<file path="src/rtl/prq_pkg.sv">
// ----------------------------------------------------------------------------
// prq_pkg: shared types and constants of the priority ready queue
// Task and level widths, request and outcome codes, level search result.
// ----------------------------------------------------------------------------
`default_nettype none

package prq_pkg;

  localparam int NUM_TASKS  = 64;
  localparam int TASK_W     = $clog2(NUM_TASKS);
  localparam int NUM_LEVELS = 32;
  localparam int LEVEL_W    = $clog2(NUM_LEVELS);

  typedef logic [TASK_W-1:0]     task_t;
  typedef logic [LEVEL_W-1:0]    level_t;
  typedef logic [NUM_LEVELS-1:0] bitmap_t;

  // request kinds
  localparam logic [1:0] FUNC_ADD_TAIL = 2'd0;
  localparam logic [1:0] FUNC_ADD_HEAD = 2'd1;
  localparam logic [1:0] FUNC_REMOVE   = 2'd2;

  // outcome codes
  localparam logic [1:0] OUT_DONE    = 2'd0;
  localparam logic [1:0] OUT_BLOCKED = 2'd1;
  localparam logic [1:0] OUT_IGNORED = 2'd2;

  // most urgent non-empty level
  typedef struct packed {
    logic   found;
    level_t level;
  } lvl_find_t;

endpackage

`default_nettype wire

</file>
<file path="src/rtl/prq_lvl_enc.sv">
// ----------------------------------------------------------------------------
// prq_lvl_enc: most urgent level finder
// Priority encoder over the level bitmap; bit NUM_LEVELS-1 is level 0.
// ----------------------------------------------------------------------------
`default_nettype none

module prq_lvl_enc (
  input  prq_pkg::bitmap_t   bitmap_i,
  output prq_pkg::lvl_find_t find_o
);
  import prq_pkg::*;

  always_comb begin
    find_o.found = |bitmap_i;
    find_o.level = '0;
    // higher bit index means more urgent level, so it wins last
    for (int i = 0; i < NUM_LEVELS; i++) begin
      if (bitmap_i[i]) begin
        find_o.level = LEVEL_W'(NUM_LEVELS - 1 - i);
      end
    end
  end

endmodule

`default_nettype wire

</file>
<file path="src/rtl/priority_bitmap_ready_queue.sv">
// ----------------------------------------------------------------------------
// priority_bitmap_ready_queue: scheduler ready queue with level bitmap
// Task lists per priority level (add at tail or head) kept in small link memories.
// ----------------------------------------------------------------------------
// One request is worked at a time. An add accepts and reads the level ends,
// links, reads the new highest head and presents; a remove reads the task
// links and level, reads the level ends, unlinks, reads the new head and
// presents; an ignored request is accepted, reads the new head and presents.
// The steps follow from the registered reads of the link, level and
// head/tail memories, each with a single read and a single write port. The
// next request is taken while a result still waits in the output register.
// No clearing pass is needed after reset: only the queued flags and the
// level bitmap are cleared, and the memories are read only where written.
`default_nettype none

module priority_bitmap_ready_queue (
  input  logic        clk_i,
  input  logic        rst_ni,
  // configuration: idle task number
  input  logic        cfg_we_i,
  input  logic [5:0]  cfg_wdata_i,
  // requests
  input  logic        s_axis_tvalid,
  output logic        s_axis_tready,
  input  logic [15:0] s_axis_tdata,  // task_index[5:0], task_prio[10:6], task_blocked[11]
  input  logic [1:0]  s_axis_tuser,  // func[1:0]
  // results
  output logic        m_axis_tvalid,
  input  logic        m_axis_tready,
  output logic [47:0] m_axis_tdata   // highest_task[5:0], highest_is_idle[6],
                                     // ready_levels[38:7], outcome[40:39]
);
  import prq_pkg::*;

  typedef enum logic [2:0] {
    S_IDLE,
    S_LINK,
    S_UNL_RD,
    S_UNL_WR,
    S_RPT,
    S_OUT
  } state_e;

  state_e             state_q;
  task_t              t_q;
  level_t             p_q;
  logic               at_head_q;
  logic [1:0]         outcome_q;
  task_t              idle_task_q;
  bitmap_t            bitmap_q, bitmap_d;
  logic [NUM_TASKS-1:0] queued_q, queued_d;

  logic               out_valid_q;
  task_t              out_task_q;
  logic               out_idle_q;
  bitmap_t            out_levels_q;
  logic [1:0]         out_outcome_q;

  // memories
  task_t  next_mem [NUM_TASKS];
  task_t  prev_mem [NUM_TASKS];
  level_t prio_mem [NUM_TASKS];
  task_t  head_mem [NUM_LEVELS];
  task_t  tail_mem [NUM_LEVELS];

  task_t  next_rd_q, prev_rd_q, head_rd_q, tail_rd_q;
  level_t prio_rd_q;

  logic   next_we, prev_we, head_we, tail_we, prio_we;
  task_t  next_wa, prev_wa, next_wd, prev_wd, head_wd, tail_wd;
  task_t  task_ra;
  level_t lvl_ra;

  // request fields
  task_t      idx_in;
  level_t     prio_in, prio_sat;
  logic       blocked_in;
  logic [1:0] func_in;
  logic       s_hs;
  logic [1:0] outcome_d;
  logic       go_link, go_unlink;

  lvl_find_t  find;
  bitmap_t    p_mask;
  logic       first, last;

  assign idx_in     = s_axis_tdata[5:0];
  assign prio_in    = s_axis_tdata[10:6];
  assign blocked_in = s_axis_tdata[11];
  assign func_in    = s_axis_tuser;
  assign prio_sat   = ({1'b0, prio_in} > (LEVEL_W+1)'(NUM_LEVELS - 1)) ?
                      LEVEL_W'(NUM_LEVELS - 1) : prio_in;

  assign s_axis_tready = (state_q == S_IDLE);
  assign s_hs          = s_axis_tvalid && s_axis_tready;

  assign m_axis_tvalid = out_valid_q;
  assign m_axis_tdata  = {7'b0, out_outcome_q, out_levels_q, out_idle_q, out_task_q};

  prq_lvl_enc u_lvl_enc (
    .bitmap_i (bitmap_q),
    .find_o   (find)
  );

  assign p_mask = bitmap_t'(1) << (LEVEL_W'(NUM_LEVELS - 1) - p_q);
  assign first  = (head_rd_q == t_q);
  assign last   = (tail_rd_q == t_q);

  // classify the request at acceptance
  always_comb begin
    outcome_d = OUT_DONE;
    go_link   = 1'b0;
    go_unlink = 1'b0;
    case (func_in)
      FUNC_ADD_TAIL, FUNC_ADD_HEAD: begin
        if (blocked_in) begin
          outcome_d = OUT_BLOCKED;
        end else if (queued_q[idx_in]) begin
          outcome_d = OUT_IGNORED;
        end else begin
          go_link = 1'b1;
        end
      end
      FUNC_REMOVE: begin
        if (!queued_q[idx_in]) begin
          outcome_d = OUT_IGNORED;
        end else begin
          go_unlink = 1'b1;
        end
      end
      default: begin
        outcome_d = OUT_DONE;
      end
    endcase
  end

  // read addresses
  assign task_ra = (state_q == S_IDLE) ? idx_in : t_q;

  always_comb begin
    case (state_q)
      S_IDLE:   lvl_ra = prio_sat;
      S_UNL_RD: lvl_ra = prio_rd_q;
      default:  lvl_ra = find.level;
    endcase
  end

  // link and unlink writes
  always_comb begin
    next_we  = 1'b0;
    prev_we  = 1'b0;
    head_we  = 1'b0;
    tail_we  = 1'b0;
    prio_we  = 1'b0;
    next_wa  = t_q;
    prev_wa  = t_q;
    next_wd  = t_q;
    prev_wd  = t_q;
    head_wd  = t_q;
    tail_wd  = t_q;
    bitmap_d = bitmap_q;
    queued_d = queued_q;
    case (state_q)
      S_LINK: begin
        prio_we          = 1'b1;
        queued_d[t_q]    = 1'b1;
        bitmap_d         = bitmap_q | p_mask;
        if ((bitmap_q & p_mask) == '0) begin
          head_we = 1'b1;
          tail_we = 1'b1;
        end else if (at_head_q) begin
          prev_we = 1'b1;
          prev_wa = head_rd_q;
          next_we = 1'b1;
          next_wd = head_rd_q;
          head_we = 1'b1;
        end else begin
          next_we = 1'b1;
          next_wa = tail_rd_q;
          prev_we = 1'b1;
          prev_wd = tail_rd_q;
          tail_we = 1'b1;
        end
      end
      S_UNL_WR: begin
        queued_d[t_q] = 1'b0;
        if (first && last) begin
          bitmap_d = bitmap_q & ~p_mask;
        end else begin
          if (first) begin
            head_we = 1'b1;
            head_wd = next_rd_q;
          end else begin
            next_we = 1'b1;
            next_wa = prev_rd_q;
            next_wd = next_rd_q;
          end
          if (last) begin
            tail_we = 1'b1;
            tail_wd = prev_rd_q;
          end else begin
            prev_we = 1'b1;
            prev_wa = next_rd_q;
            prev_wd = prev_rd_q;
          end
        end
      end
      default: begin
        bitmap_d = bitmap_q;
      end
    endcase
  end

  always_ff @(posedge clk_i) begin
    if (next_we) begin
      next_mem[next_wa] <= next_wd;
    end
    if (prev_we) begin
      prev_mem[prev_wa] <= prev_wd;
    end
    if (prio_we) begin
      prio_mem[t_q] <= p_q;
    end
    next_rd_q <= next_mem[task_ra];
    prev_rd_q <= prev_mem[task_ra];
    prio_rd_q <= prio_mem[task_ra];
  end

  always_ff @(posedge clk_i) begin
    if (head_we) begin
      head_mem[p_q] <= head_wd;
    end
    if (tail_we) begin
      tail_mem[p_q] <= tail_wd;
    end
    head_rd_q <= head_mem[lvl_ra];
    tail_rd_q <= tail_mem[lvl_ra];
  end

  always_ff @(posedge clk_i or negedge rst_ni) begin
    if (!rst_ni) begin
      state_q     <= S_IDLE;
      idle_task_q <= '0;
      bitmap_q    <= '0;
      queued_q    <= '0;
      out_valid_q <= 1'b0;
    end else begin
      bitmap_q <= bitmap_d;
      queued_q <= queued_d;
      if (cfg_we_i) begin
        idle_task_q <= cfg_wdata_i;
      end
      // in the report state a taken result is replaced by the new one
      if (m_axis_tvalid && m_axis_tready && (state_q != S_OUT)) begin
        out_valid_q <= 1'b0;
      end
      case (state_q)
        S_IDLE: begin
          if (s_hs) begin
            t_q       <= idx_in;
            p_q       <= prio_sat;
            at_head_q <= (func_in == FUNC_ADD_HEAD);
            outcome_q <= outcome_d;
            if (go_link) begin
              state_q <= S_LINK;
            end else if (go_unlink) begin
              state_q <= S_UNL_RD;
            end else begin
              state_q <= S_RPT;
            end
          end
        end
        S_LINK: begin
          state_q <= S_RPT;
        end
        S_UNL_RD: begin
          p_q     <= prio_rd_q;
          state_q <= S_UNL_WR;
        end
        S_UNL_WR: begin
          state_q <= S_RPT;
        end
        S_RPT: begin
          state_q <= S_OUT;
        end
        S_OUT: begin
          // hold until the output register is free
          if (!out_valid_q || m_axis_tready) begin
            out_valid_q   <= 1'b1;
            out_task_q    <= find.found ? head_rd_q : idle_task_q;
            out_idle_q    <= !find.found;
            out_levels_q  <= bitmap_q;
            out_outcome_q <= outcome_q;
            state_q       <= S_IDLE;
          end
        end
        default: begin
          state_q <= S_IDLE;
        end
      endcase
    end
  end

  // every non-empty level holds at least one queued task
  assert property (@(posedge clk_i) disable iff (!rst_ni)
    $countones(bitmap_q) <= $countones(queued_q))
    else $error("more ready levels than queued tasks");

  // a link marks its task queued
  assert property (@(posedge clk_i) disable iff (!rst_ni)
    (state_q == S_LINK) |=> queued_q[$past(t_q)])
    else $error("linked task not marked queued");

  // an ignored or blocked request leaves the queue untouched
  assert property (@(posedge clk_i) disable iff (!rst_ni)
    (s_hs && (outcome_d != OUT_DONE)) |=> ($stable(bitmap_q) && $stable(queued_q)))
    else $error("ignored request changed the queue");

  // a result is only loaded from the report state
  assert property (@(posedge clk_i) disable iff (!rst_ni)
    $rose(out_valid_q) |-> ($past(state_q) == S_OUT))
    else $error("result presented outside the report state");

endmodule

`default_nettype wire
</file>
<file path="config.mk">
export PLATFORM = sky130hd
export DESIGN_NAME = priority_bitmap_ready_queue
export DESIGN_NICKNAME = d
export VERILOG_FILES = /design/src/rtl/prq_pkg.sv /design/src/rtl/prq_lvl_enc.sv /design/src/rtl/priority_bitmap_ready_queue.sv
export SDC_FILE = /design/constraint.sdc
export NUM_CORES = 2
export LEC_CHECK = 0
export ABC_AREA = 1
export BUFFER_PORTS_ARGS = -buffer_cell sky130_fd_sc_hd__buf_4
export CAP_MARGIN = 20
export CORE_MARGIN = 3
export CORE_UTILIZATION = 32
export DETAILED_ROUTE_END_ITERATION = 10
export GPL_TIMING_DRIVEN = 0
export PLACE_DENSITY_LB_ADDON = 0.05
export SKIP_LAST_GASP = 1
export SLEW_MARGIN = 20
export SYNTH_ARGS = -nofsm -noshare
export SYNTH_HDL_FRONTEND = slang
export SYNTH_SLANG_ARGS = --single-unit
export TNS_END_PERCENT = 100
</file>
<file path="constraint.sdc">
create_clock -name clk_i -period 13 [get_ports clk_i]
set_clock_uncertainty 0.05 [all_clocks]
set_input_delay 3.25 -clock clk_i [delete_from_list [all_inputs] [get_ports clk_i]]
set_output_delay 3.25 -clock clk_i [all_outputs]
set_load 0.01 [all_outputs]
</file>
==> results.md <==
* Top post-synthesis cells by area: edfxtp_1, o21ai_0, nor2_1, nand3_1, dfrtp_1
* Final Non-Filler Cells at 9352
* Final net count at 6367
* R2R Path Start: p_q[2]
* CP arrival at 8440 ps
* Slew Viols, Final at 0
* Critical Path Fanout Max at 10
* Maximum clock path buffer count at 3
* Largest net degree at the start of global routing at 68
* Synth Area per Inst at 11.6 µm²
* Fill cells at approximately 21000
* Library cells used by synthesis at 44
* Storage element area at 49100 µm²
* Worst Path Required at ~14000 ps
* Global route overflow at 0
* CTS Buf Count at 190
* Initial antenna violation count at 34
* Die Area at 222000 µm²
* Clock Sinks at 1662
* PD cells at between 200 and 300 nW/µm²
* Number of placement rows at 170
* Pleak at 0.0280 µW
* Post-CTS Hold Buffers at 0
* Inst Count DP at between 8000 and 9000
* DRC at 0
* Synth area leader: edfxtp_1
* Worst Min Path Start: outcome_q[0]
* Wire per inst at 33.3 µm
* Area after DPL at 75300 µm²
* Worst-Margin Slew at 1310 ps
* Drt first pass iters at 6
* Synthesized instance count at around 6000
* WHS at about 380 ps
* RSZ-0062 raised after global routing: false
* IO Pins at 79
* Postcts setup bufs at 0
* GR Util All Layers at about 27%
* Gpl congestion at 1.00
* Via Count at roughly 52000
* Share of layout cells above drive strength 1 at 9.64%
* Yosys warning count at 0
* DIE WIDTH at 471 µm
* Post-Synthesis Cell Area at about 70000 µm²
* Wire length on met3 at 28000 µm
* Area Overhead vs Synth at 18.2%
* Max-Cap Viols at 0
* PortBufs at 66
* Crit. End Element: flop
* Clock root cell: clkbuf_16
* Antenna Nets Post-Route at 0
* Critical Path Start: s_axis_tdata[2]
* Fmax at roughly 130 MHz
* Worst slew margin relative to its limit at 12.4%
* WL met2 at 132000 µm
* CTS H-Tree Depth at 4
* Post_cts resized at 0
* Top FF cell, synth: edfxtp_1
* Detailed Route Iter0 Violations at around 7300
* Global-route wire length before repair at 420000 µm
* Crit Path Class: primary input to flop
* DR top layer: met4
* HPWL after DPL at 228000 µm
* Vias per cell at 5.58
* Peak supply drop at roughly 0.16 mV
* Min Tclk post-route at around 8000 ps
* Period utilization at 59.8%
* Outcome: finished, final reports clean
* M1 WL at 143000 µm
* Die H at 471 µm
* Number of synthesized flops with an enable pin at 1527
* Async SR Flop Fraction at under 10%
* Crit path launch type: primary input
* #FFs+latches synth at 1662
* Number of global-route vias before repair at 49000
* Clock latency on the worst-skew pair at 860 ps
* Clk slew on worst S/H paths at 70 ps
* HP Class: flop to flop
* Pwr Total at 21900 µW
* Count of final hold-check violations at 0
* Multi-input logic area at about 18000 µm²
* Number of setup violations in the final report at 0
* Fin Setup TNS at 0 ps
* Register area share after synthesis at between 70% and 80%
* Share of the synthesized area in the top cell type at 66.2%
* CTS tree: yes
* Core area at 215000 µm²
* Final Cell Area at a little over 80000 µm²
* Starting density of the core at 32.2%
* Final WL at between 300000 and 400000 µm
cell usage after synthesis, types with 2 or more instances:
| library cell | n |
|---|---|
| a21oi_1 | 61 |
| a221oi_1 | 3 |
| a31oi_1 | 45 |
| buf_1 | 11 |
| buf_2 | 45 |
| buf_4 | 10 |
| clkbuf_1 | 337 |
| clkinv_1 | 4 |
| dfrtp_1 | 106 |
| dfxtp_1 | 29 |
| edfxtp_1 | 1527 |
| inv_1 | 351 |
| inv_2 | 22 |
| mux2_2 | 5 |
| nand2_1 | 643 |
| nand2_2 | 2 |
| nand3_1 | 549 |
| nand3b_1 | 49 |
| nand4_1 | 6 |
| nor2_1 | 927 |
| nor2_2 | 3 |
| nor3_1 | 37 |
| nor4_1 | 4 |
| o211ai_1 | 150 |
| o21ai_0 | 730 |
| o21ai_1 | 10 |
| o21bai_1 | 2 |
| o221a_2 | 3 |
| o221ai_1 | 138 |
| o22ai_1 | 158 |
| o31ai_1 | 3 |
| o32ai_1 | 2 |
| or2_2 | 4 |
| xor2_1 | 2 |
power by group:
group	total [µW]	switching, µW	internal, µW
combinational	9600	7580	2020
sequential	6610	191	6420
clock	5660	2340	3310
total	21900	10100	11700
cell type report:
type	instances	share of cell area [%]
timing repair buffer	152	2.48
clock buffer	246	6.26
tap	2838	4.33
buffer	404	2.01
sequential	1662	59.9
inverter	377	1.73
antenna	13	0.0397
clock inverter	109	1.66
multi-input combinational	3551	21.6
per-layer routing:
layer	GRT usage (%)	vias to the layer above
li1	-	22400
met1	41.0	26800
met2	39.7	2588
met3	6.24	387
met4	7.68	0
met5	0	-
path summary, 6_finish.rpt:
check	endpoint	depth (start not counted)	slack, ps
min	out_outcome_q[0]	0	380
max reg2reg	prev_mem[0][4]	17	5810
min in group asynchronous	state_q[1]	1	2240
min reg2reg	out_outcome_q[0]	0	380
max in group asynchronous	async pin	2	9980
max	prio_rd_q[0]	11	5220
through the flow:
step           utilization [%]  setup WS (ps)
2_1_floorplan                -           6320
3_3_place_gp              34.1           2530
3_5_place_dp              35.0           4370
4_1_cts                   38.0           5330
5_1_grt                   38.1           5430
6_report                  38.1           5220
critical path: stages:
cell and delay, ps:
buf_4 100, clkbuf_1 420, inv_1 330, o21ai_1 740, clkbuf_1 850, clkbuf_2 720, clkbuf_1 880, o211ai_1 430
nand3_1 200, nand3_1 90, nand2_1 410
flip-flops by register name (all words and copies together) (netlist names), 2 cells and up, named ones only:
signal	cells
prev_rd_q	6
tail_rd_q	6
out_levels_q	32
p_q	5
tail_mem	192
prio_rd_q	5
state_q	3
outcome_q	2
prio_mem	320
next_rd_q	6
out_outcome_q	2
t_q	6
out_task_q	6
prev_mem	384
head_mem	192
idle_task_q	6
next_mem	384
head_rd_q	6
cells in the final DEF, fill, tap and decap left out, types with 43 or more instances in the layout:
| master | netlist | layout |
|---|---|---|
| dfrtp_1 | 106 | 106 |
| nor2_1 | 927 | 909 |
| clkbuf_1 | 337 | 354 |
| o21ai_0 | 730 | 723 |
| edfxtp_1 | 1527 | 1527 |
| buf_4 | 10 | 89 |
| a21oi_1 | 61 | 56 |
| clkbuf_16 | 0 | 192 |
| a31oi_1 | 45 | 43 |
| nand3_1 | 549 | 537 |
| o211ai_1 | 150 | 150 |
| nand2_1 | 643 | 643 |
| o22ai_1 | 158 | 158 |
| nand3b_1 | 49 | 49 |
| buf_2 | 45 | 45 |
| o221ai_1 | 138 | 138 |
| inv_1 | 351 | 351 |
logic make-up (layout without fill, tap and decap cells):
kind of cell    Yosys count  count (layout)  share of synthesized area [%]
flops                  1662            1662                           70.8
xor+xnor                  2               2                         0.0253
mux                       5               5                         0.0812
compound gates         1309            1309                           11.2
simple gates           2228            2228                           13.5
other cells               1              20                        0.00541
buf+inv                 781            1288                           4.38
(Power assumes the default switching activity.)
